<file path="config.mk">
export PLATFORM = sky130hd
export DESIGN_NAME = periodic_timer_table_top
export DESIGN_NICKNAME = d
export VERILOG_FILES = /design/src/hdl/ptt_pkg.sv /design/src/hdl/periodic_timer_table_top.sv /design/src/hdl/ptt_ram.sv /design/src/hdl/ptt_front.sv /design/src/hdl/ptt_back.sv
export SDC_FILE = /design/constraint.sdc
export NUM_CORES = 2
export LEC_CHECK = 0
export BUFFER_PORTS_ARGS = -buffer_cell sky130_fd_sc_hd__buf_4
export CAP_MARGIN = 30
export CORE_MARGIN = 4
export CORE_UTILIZATION = 60
export DETAILED_ROUTE_END_ITERATION = 8
export GPL_TIMING_DRIVEN = 0
export PLACE_DENSITY = 0.76
export SLEW_MARGIN = 20
export SYNTH_ARGS = -nofsm -noshare
export SYNTH_HDL_FRONTEND = slang
export SYNTH_SLANG_ARGS = --single-unit
</file>
<file path="constraint.sdc">
create_clock -name clk -period 20.1 [get_ports clk]
set_clock_uncertainty 0.05 [all_clocks]
set_input_delay 4.02 -clock clk [delete_from_list [all_inputs] [get_ports clk]]
set_output_delay 4.02 -clock clk [all_outputs]
set_load 0.005 [all_outputs]
</file>
<file path="src/hdl/ptt_pkg.sv">
// Shared types, command codes and sizing constants for the periodic timer table.
package ptt_pkg;

  localparam int SLOTS_DEF   = 32;
  localparam int MAX_RESULTS = 32;
  localparam int QUEUE_DEPTH = 2;

  localparam logic [1:0] CMD_SET   = 2'd0;
  localparam logic [1:0] CMD_CLOSE = 2'd1;
  localparam logic [1:0] CMD_TICK  = 2'd2;

  localparam logic [1:0] OP_NOP   = 2'd0;
  localparam logic [1:0] OP_SET   = 2'd1;
  localparam logic [1:0] OP_CLOSE = 2'd2;
  localparam logic [1:0] OP_TICK  = 2'd3;

  typedef struct packed {
    logic [1:0]  command;
    logic [31:0] timer_id;
    logic [31:0] period;
    logic        has_handler;
  } in_t;

  typedef struct packed {
    logic        accepted;
    logic        fired;
    logic [31:0] fired_id;
    logic [4:0]  fired_slot;
    logic [31:0] system_time;
    logic        last;
  } out_t;

  typedef struct packed {
    logic [1:0]  op;
    logic [31:0] timer_id;
    logic [31:0] period;
    logic        has_handler;
  } job_t;

endpackage

</file>
<file path="src/hdl/periodic_timer_table_top.sv">
// Top level of the periodic timer table: command queue, slot engine and checks.
//
// Input channel (in_valid/in_stall/in_data) takes set, close and tick commands;
// output channel (out_valid/out_stall/out_data) returns result transactions.
// Set, close and unused codes give one result; a tick gives one result per
// reported expiration, in slot order, or one empty result, with last marking the end.
// Commands pass a two-entry queue, so a few may be taken while the slot
// engine works. The engine walks the slots one per cycle, unless a stalled
// output holds it, through the slot RAMs (registered read); a close or tick
// walks all SLOTS entries and a set stops early at the first free slot.
// It takes the next command only once the last one's final result is in
// the output register. Results leave from an output register; while the
// receiver stalls, the engine holds its walk once a second expiration is
// pending, and the queue fills until in_stall rises.
// Reset (rst_n low, synchronous) disables all slots, clears the system time
// and empties the queue and the output register; it needs no clearing pass.
module periodic_timer_table_top #(
  parameter int SLOTS = ptt_pkg::SLOTS_DEF
) (
  input  logic          clk,
  input  logic          rst_n,
  input  logic          in_valid,
  output logic          in_stall,
  input  ptt_pkg::in_t  in_data,
  output logic          out_valid,
  input  logic          out_stall,
  output ptt_pkg::out_t out_data
);

  logic          job_vld;
  logic          job_pop;
  ptt_pkg::job_t job;

  ptt_front u_front (
    .clk      (clk),
    .rst_n    (rst_n),
    .in_valid (in_valid),
    .in_stall (in_stall),
    .in_data  (in_data),
    .job_vld  (job_vld),
    .job      (job),
    .job_pop  (job_pop)
  );

  ptt_back #(.SLOTS(SLOTS)) u_back (
    .clk       (clk),
    .rst_n     (rst_n),
    .job_vld   (job_vld),
    .job       (job),
    .job_pop   (job_pop),
    .out_valid (out_valid),
    .out_stall (out_stall),
    .out_data  (out_data)
  );

  a_pop_needs_job: assert property (@(posedge clk) disable iff (!rst_n)
    job_pop |-> job_vld)
    else $error("engine took a command from an empty queue");

  a_plain_is_last: assert property (@(posedge clk) disable iff (!rst_n)
    out_valid && !out_data.fired |-> out_data.last)
    else $error("non-fire result not marked last");

  a_accept_no_fire: assert property (@(posedge clk) disable iff (!rst_n)
    out_valid && out_data.accepted |-> !out_data.fired)
    else $error("set result also reports an expiration");

endmodule

</file>
<file path="src/hdl/ptt_ram.sv">
// Generic single-write, single-read RAM with registered read data.
module ptt_ram #(
  parameter int WIDTH = 32,
  parameter int DEPTH = 32
) (
  input  logic                                   clk,
  input  logic                                   we,
  input  logic [(DEPTH > 1 ? $clog2(DEPTH) : 1)-1:0] waddr,
  input  logic [WIDTH-1:0]                       wdata,
  input  logic                                   re,
  input  logic [(DEPTH > 1 ? $clog2(DEPTH) : 1)-1:0] raddr,
  output logic [WIDTH-1:0]                       rdata
);

  logic [WIDTH-1:0] mem [DEPTH];

  always_ff @(posedge clk) begin
    if (we) begin
      mem[waddr] <= wdata;
    end
    if (re) begin
      rdata <= mem[raddr];
    end
  end

endmodule

</file>
<file path="src/hdl/ptt_front.sv">
// Input stage: classifies each command and holds it in a short queue for the slot engine.
module ptt_front (
  input  logic          clk,
  input  logic          rst_n,
  input  logic          in_valid,
  output logic          in_stall,
  input  ptt_pkg::in_t  in_data,
  output logic          job_vld,
  output ptt_pkg::job_t job,
  input  logic          job_pop
);

  localparam int QD  = ptt_pkg::QUEUE_DEPTH;
  localparam int QAW = QD > 1 ? $clog2(QD) : 1;
  localparam int QCW = $clog2(QD + 1);

  ptt_pkg::job_t q_r [QD];
  logic [QAW-1:0] wp_r, wp_nxt, rp_r, rp_nxt;
  logic [QCW-1:0] cnt_r, cnt_nxt;
  logic           push;
  ptt_pkg::job_t  cls;

  function automatic logic [1:0] classify(input logic [1:0] command);
    logic [1:0] op;
    case (command)
      ptt_pkg::CMD_SET:   op = ptt_pkg::OP_SET;
      ptt_pkg::CMD_CLOSE: op = ptt_pkg::OP_CLOSE;
      ptt_pkg::CMD_TICK:  op = ptt_pkg::OP_TICK;
      default:            op = ptt_pkg::OP_NOP;
    endcase
    return op;
  endfunction

  assign in_stall = (cnt_r == QCW'(QD));
  assign push     = in_valid && !in_stall;
  assign job_vld  = (cnt_r != '0);
  assign job      = q_r[rp_r];

  always_comb begin
    cls.op          = classify(in_data.command);
    cls.timer_id    = in_data.timer_id;
    cls.period      = in_data.period;
    cls.has_handler = in_data.has_handler;
  end

  always_comb begin
    wp_nxt  = wp_r;
    rp_nxt  = rp_r;
    cnt_nxt = cnt_r;
    if (push) begin
      wp_nxt = (wp_r == QAW'(QD - 1)) ? '0 : wp_r + 1'b1;
    end
    if (job_pop) begin
      rp_nxt = (rp_r == QAW'(QD - 1)) ? '0 : rp_r + 1'b1;
    end
    if (push && !job_pop) begin
      cnt_nxt = cnt_r + 1'b1;
    end else if (!push && job_pop) begin
      cnt_nxt = cnt_r - 1'b1;
    end
  end

  always_ff @(posedge clk) begin
    if (!rst_n) begin
      wp_r  <= '0;
      rp_r  <= '0;
      cnt_r <= '0;
    end else begin
      wp_r  <= wp_nxt;
      rp_r  <= rp_nxt;
      cnt_r <= cnt_nxt;
    end
  end

  always_ff @(posedge clk) begin
    if (push) begin
      q_r[wp_r] <= cls;
    end
  end

endmodule

</file>
<file path="src/hdl/ptt_back.sv">
// Slot engine: walks the timer slots one per cycle unless a stalled output holds it, and produces result transactions.
module ptt_back #(
  parameter int SLOTS = ptt_pkg::SLOTS_DEF
) (
  input  logic          clk,
  input  logic          rst_n,
  input  logic          job_vld,
  input  ptt_pkg::job_t job,
  output logic          job_pop,
  output logic          out_valid,
  input  logic          out_stall,
  output ptt_pkg::out_t out_data
);

  localparam int IW = SLOTS > 1 ? $clog2(SLOTS) : 1;
  localparam int CW = $clog2(SLOTS + 1);
  localparam int NW = $clog2(ptt_pkg::MAX_RESULTS + 1);

  localparam logic [1:0] ST_IDLE = 2'd0;
  localparam logic [1:0] ST_WALK = 2'd1;
  localparam logic [1:0] ST_FIN  = 2'd2;

  logic [1:0]       st_r, st_nxt;
  logic [1:0]       op_r, op_nxt;
  logic [31:0]      id_r, id_nxt;
  logic [31:0]      per_r, per_nxt;
  logic             hin_r, hin_nxt;
  logic [31:0]      elapsed_r, elapsed_nxt;
  logic [CW-1:0]    ra_r, ra_nxt;
  logic             b_vld_r, b_vld_nxt;
  logic [IW-1:0]    b_idx_r, b_idx_nxt;
  logic [SLOTS-1:0] en_r, en_nxt;
  logic [SLOTS-1:0] hnd_r, hnd_nxt;
  logic [NW-1:0]    n_r, n_nxt;
  logic             pend_vld_r, pend_vld_nxt;
  logic [31:0]      pend_id_r, pend_id_nxt;
  logic [4:0]       pend_slot_r, pend_slot_nxt;
  logic             acc_r, acc_nxt;
  logic [4:0]       acc_slot_r, acc_slot_nxt;
  logic             out_vld_r, out_vld_nxt;
  ptt_pkg::out_t    out_r, out_nxt;

  logic [31:0]      own_q, rel_q, rem_q;
  logic             rd_en, set_we, rem_we, set_hit;
  logic [31:0]      rem_wd;
  logic             push;
  ptt_pkg::out_t    push_d;
  logic             out_free, fire_cand, hold;
  logic [IW+4:0]    b_ext;
  logic [4:0]       b_slot5;

  assign out_valid = out_vld_r;
  assign out_data  = out_r;
  assign out_free  = !out_vld_r || !out_stall;
  assign b_ext     = {5'b0, b_idx_r};
  assign b_slot5   = b_ext[4:0];

  assign fire_cand = b_vld_r && (op_r == ptt_pkg::OP_TICK) && en_r[b_idx_r] &&
                     (rem_q == '0) && hnd_r[b_idx_r] &&
                     (n_r < NW'(ptt_pkg::MAX_RESULTS));
  assign hold      = fire_cand && pend_vld_r && !out_free;

  always_comb begin
    st_nxt        = st_r;
    op_nxt        = op_r;
    id_nxt        = id_r;
    per_nxt       = per_r;
    hin_nxt       = hin_r;
    elapsed_nxt   = elapsed_r;
    ra_nxt        = ra_r;
    b_vld_nxt     = b_vld_r;
    b_idx_nxt     = b_idx_r;
    en_nxt        = en_r;
    hnd_nxt       = hnd_r;
    n_nxt         = n_r;
    pend_vld_nxt  = pend_vld_r;
    pend_id_nxt   = pend_id_r;
    pend_slot_nxt = pend_slot_r;
    acc_nxt       = acc_r;
    acc_slot_nxt  = acc_slot_r;
    job_pop       = 1'b0;
    rd_en         = 1'b0;
    set_we        = 1'b0;
    rem_we        = 1'b0;
    rem_wd        = per_r;
    set_hit       = 1'b0;
    push          = 1'b0;
    push_d        = '0;
    push_d.system_time = elapsed_r;

    case (st_r)
      ST_IDLE: begin
        if (job_vld) begin
          job_pop      = 1'b1;
          op_nxt       = job.op;
          id_nxt       = job.timer_id;
          per_nxt      = job.period;
          hin_nxt      = job.has_handler;
          n_nxt        = '0;
          pend_vld_nxt = 1'b0;
          acc_nxt      = 1'b0;
          acc_slot_nxt = '0;
          ra_nxt       = '0;
          b_vld_nxt    = 1'b0;
          if (job.op == ptt_pkg::OP_TICK) begin
            elapsed_nxt = elapsed_r + 32'd1;
          end
          st_nxt = (job.op == ptt_pkg::OP_NOP) ? ST_FIN : ST_WALK;
        end
      end
      ST_WALK: begin
        if (!hold) begin
          if (b_vld_r) begin
            case (op_r)
              ptt_pkg::OP_SET: begin
                if (!en_r[b_idx_r]) begin
                  set_we           = 1'b1;
                  rem_we           = 1'b1;
                  rem_wd           = per_r;
                  en_nxt[b_idx_r]  = 1'b1;
                  hnd_nxt[b_idx_r] = hin_r;
                  acc_nxt          = 1'b1;
                  acc_slot_nxt     = b_slot5;
                  set_hit          = 1'b1;
                end
              end
              ptt_pkg::OP_CLOSE: begin
                if (en_r[b_idx_r] && (own_q == id_r)) begin
                  en_nxt[b_idx_r]  = 1'b0;
                  hnd_nxt[b_idx_r] = 1'b0;
                end
              end
              ptt_pkg::OP_TICK: begin
                if (en_r[b_idx_r]) begin
                  rem_we = 1'b1;
                  if (rem_q == '0) begin
                    rem_wd = rel_q;
                  end else begin
                    rem_wd = rem_q - 32'd1;
                  end
                  if (fire_cand) begin
                    n_nxt = n_r + 1'b1;
                    if (pend_vld_r) begin
                      push              = 1'b1;
                      push_d.fired      = 1'b1;
                      push_d.fired_id   = pend_id_r;
                      push_d.fired_slot = pend_slot_r;
                    end
                    pend_vld_nxt  = 1'b1;
                    pend_id_nxt   = own_q;
                    pend_slot_nxt = b_slot5;
                  end
                end
              end
              default: begin
              end
            endcase
          end
          if (set_hit || (b_vld_r && (b_idx_r == IW'(SLOTS - 1)))) begin
            st_nxt    = ST_FIN;
            b_vld_nxt = 1'b0;
          end else if (ra_r < CW'(SLOTS)) begin
            rd_en     = 1'b1;
            b_vld_nxt = 1'b1;
            b_idx_nxt = ra_r[IW-1:0];
            ra_nxt    = ra_r + 1'b1;
          end else begin
            b_vld_nxt = 1'b0;
          end
        end
      end
      ST_FIN: begin
        if (out_free) begin
          push        = 1'b1;
          push_d.last = 1'b1;
          if ((op_r == ptt_pkg::OP_TICK) && pend_vld_r) begin
            push_d.fired      = 1'b1;
            push_d.fired_id   = pend_id_r;
            push_d.fired_slot = pend_slot_r;
          end else begin
            push_d.accepted   = acc_r;
            push_d.fired_slot = acc_slot_r;
          end
          st_nxt = ST_IDLE;
        end
      end
      default: begin
        st_nxt = ST_IDLE;
      end
    endcase

    out_nxt     = out_r;
    out_vld_nxt = out_vld_r;
    if (push) begin
      out_vld_nxt = 1'b1;
      out_nxt     = push_d;
    end else if (!out_stall) begin
      out_vld_nxt = 1'b0;
    end
  end

  ptt_ram #(.WIDTH(32), .DEPTH(SLOTS)) u_owner (
    .clk   (clk),
    .we    (set_we),
    .waddr (b_idx_r),
    .wdata (id_r),
    .re    (rd_en),
    .raddr (ra_r[IW-1:0]),
    .rdata (own_q)
  );

  ptt_ram #(.WIDTH(32), .DEPTH(SLOTS)) u_reload (
    .clk   (clk),
    .we    (set_we),
    .waddr (b_idx_r),
    .wdata (per_r),
    .re    (rd_en),
    .raddr (ra_r[IW-1:0]),
    .rdata (rel_q)
  );

  ptt_ram #(.WIDTH(32), .DEPTH(SLOTS)) u_remain (
    .clk   (clk),
    .we    (rem_we),
    .waddr (b_idx_r),
    .wdata (rem_wd),
    .re    (rd_en),
    .raddr (ra_r[IW-1:0]),
    .rdata (rem_q)
  );

  always_ff @(posedge clk) begin
    if (!rst_n) begin
      st_r       <= ST_IDLE;
      elapsed_r  <= '0;
      ra_r       <= '0;
      b_vld_r    <= 1'b0;
      en_r       <= '0;
      hnd_r      <= '0;
      n_r        <= '0;
      pend_vld_r <= 1'b0;
      out_vld_r  <= 1'b0;
    end else begin
      st_r       <= st_nxt;
      elapsed_r  <= elapsed_nxt;
      ra_r       <= ra_nxt;
      b_vld_r    <= b_vld_nxt;
      en_r       <= en_nxt;
      hnd_r      <= hnd_nxt;
      n_r        <= n_nxt;
      pend_vld_r <= pend_vld_nxt;
      out_vld_r  <= out_vld_nxt;
    end
  end

  always_ff @(posedge clk) begin
    op_r        <= op_nxt;
    id_r        <= id_nxt;
    per_r       <= per_nxt;
    hin_r       <= hin_nxt;
    b_idx_r     <= b_idx_nxt;
    pend_id_r   <= pend_id_nxt;
    pend_slot_r <= pend_slot_nxt;
    acc_r       <= acc_nxt;
    acc_slot_r  <= acc_slot_nxt;
    out_r       <= out_nxt;
  end

endmodule

</file>
==> flow_summary.ini <==
[status]
status = finished, final reports clean

[timing]
hold_viol_final = 0
min_period_over_period_pct = 33.9
rsz0062_at_grt = no
setup_violations = 0
setup_tns_ps = 0
finalHoldWorstSlack_ps = 395
layout_setup_ws_ps = 13290
slew_violations = 0
slew_headroom_pct = 25.0
fin_crit_ps = 6810
fmax_mhz = 147
worst_pin_slew_ps = 1130

[detailed_routing]
dr.pass1.iters = 9
dr.first_iter.drc_count = 14600
drtAntennaViolNets = 0
vias = 74600
viasPerCell = 7.34
drcViolationCount = 0
wl_um = 427000
wire_per_inst_um = 42.0

[floorplanning]
die_area_sq_um = 237000
fp.dieW_um = 487
pin_count = 145
start_util_pct = 60.4
row_count = 175
core_area_sq_um = 227000
die_h_um = 487

[finish]
syn_to_final_growth_pct = 17.9
nets = 6943
drive_gt1_share_pct = 33.7

[critical_path]
required_ps = 20680
ff2ff_path_depth = 17
crit_type = input port to flop
start_kind = input port
arrival_ps = 7400
worstPathMaxFanout = 10
worstSetupEndpointType = flop
reg2reg_slack_ps = 14080

[synth]
muxShareOfSynthArea_pct = 17.8
synth_top_area_cell = edfxtp_1
yosysWarnings = 0
synth.distinct_cells = 70
synthSimpleGateAreaFrac_pct = 1.89
yosysTopAreaCellShare_pct = 76.3
synth_xor_area_share_pct = 0.548
ys_ff_latch = 3607
ys.flop_type = edfxtp_1
yosys.cell_count.top_type = edfxtp_1
yosysSeqAreaShare_pct = 78.0
synth-adder-area-share_pct = 0.128
ys_top_cells_by_count = 3489 x edfxtp_1, 964 x mux4_2, 246 x clkbuf_1
synth_compound_area_share_pct = 0.668
synth.avg_cell_area_sq_um = 23.1
syn-num-nets = 6032
synth_cells = 5947
async_flop_share_pct = 0
synthTopCellsByArea = edfxtp_1 76%, mux4_2 16%, dfxtp_1 1.7%
synth_edf_count = 3489
synth_area_sq_um = 137000
synth_top_family_by_area = multiplexers

[cts]
numCtsBuffers = 359
cts_tree = done
cts_buffer_depth = 4
clk_latency_ps = 1000
postCtsHoldBufs = 0
cts.sinks = 3607
postCtsSetupBuffers = 0
clk_pin_slew_ps = 60
ctsHtreeMaxLevel = 5
ctsResizeCount = 0
cts_root_buf = clkbuf_16

[place]
hpwl_um = 258000
gp_congestion = 0.922
post-place-ws_ps = 12430
io_buffer_count = 144

[power]
vdd_drop_max_uv = 114
cellLeakagePower_uw = 0.0505
power_density_nw_per_um2 = 121

[flow_run]
maxCapViolations = 0

[hold_path]
min_path_cells = 0
hold_path.class = flop to flop

[global_routing]
track_usage_pct = 35.6
grt_remaining_overflow = 0
grt_pass1_wl_um = 581000
grt_max_degree = 44
grt_pass1_vias = 73100
antenna_found_initial = 23
worst max-delay path: stages:
cell and delay [ps]:
buf_4 120, nand2_1 140, a311oi_1 80, o2111ai_1 170
buf_2 260, nand4b_1 470, and2_1 370, buf_2 170
nor3_2 440, buf_4 270, buf_4 220, buf_4 230
buf_4 220, buf_4 200
cell usage in the layout (no fill, tap or decap), drive strengths merged, types with 5 or more instances in the layout:
cell / n
a22o: 6
xor2: 59
diode: 31
nand2: 176
nor3b: 5
o21ai: 47
nand3: 27
or3: 11
inv: 31
buf: 610
edfxtp: 3489
mux2i: 89
and2: 47
dfxtp: 118
nand4: 42
clkbuf: 683
and3: 15
xnor2: 27
ha: 14
clkinv: 129
mux2: 170
mux4: 964
nor3: 20
bufinv: 38
a21oi: 44
nor2b: 5
clkinvlp: 25
nor2: 150
nor4: 17
registers in the layout, summed over array words and instances, names as in the netlist, 2 cells and up, named ones only:
name	flops
u_back.u_reload.mem	1024
u_back.hnd_r	32
u_back.st_r	2
u_back.out_data	72
u_back.n_r	6
u_back.u_remain.mem	1024
u_back.b_idx_r	5
u_back.op_r	2
u_back.ra_r	6
u_back.u_owner.rdata	32
u_back.u_owner.mem	1024
u_back.pend_slot_r	5
u_front.q_r	134
u_back.id_r	32
u_front.cnt_r	2
u_back.elapsed_r	32
u_back.u_reload.rdata	32
u_back.u_remain.rdata	32
u_back.pend_id_r	32
u_back.per_r	32
u_back.acc_slot_r	5
worst paths after layout:
check                           endpoint               from
max reg2reg  u_back.u_remain.mem[27][29]  u_back.b_idx_r[1]
max          u_back.u_remain.mem[27][29]          out_stall
min reg2reg            u_back.b_idx_r[2]     u_back.ra_r[2]
min                    u_back.b_idx_r[2]     u_back.ra_r[2]
per-layer routing:
layer	up-vias	wire [um]	track usage, %
met3	1635	64800	11.3
met5	-	181	0.592
met4	10	30100	20.2
li1	26900	-	-
met1	38100	135000	47.2
met2	7949	197000	53.1
final cells by class:
type	count	area, sq um
flip-flops and latches	3607	107000
fillers	12000	65500
multi-input cells	2008	29700
clock buffers	433	9330
repair buffers	550	8500
well taps	3009	3760
clock inverters	201	2060
plain buffers	310	1320
inverters	22	87.6
diodes	31	77.6
cells by family (layout without fill, tap and decap cells):
kind of cell	Yosys count	count (layout)
simple gates	542	542
compound gates	143	143
xor+xnor	86	86
fa+ha+maj	14	14
flops	3607	3607
buf+inv	332	1516
other cells	0	31
mux	1223	1223
metrics by stage:
stage	total power [uW]	utilization, %	instances	instance area (sq um)
after detailed placement	12600	65.7	9432	149000
after floorplan	11200	-	5947	137000
after global routing	20000	71.2	10100	162000
after CTS	19200	70.7	10100	161000
after global placement	12300	62.5	9100	142000
final	19500	71.2	10200	162000
report_power, final:
part	switching, uW	internal, uW	total [uW]
Combinational	1980	1130	3110
Sequential	346	9380	9720
Clock	2900	3800	6700
Total	5220	14300	19500
Power figures use the tool's default switching activity.
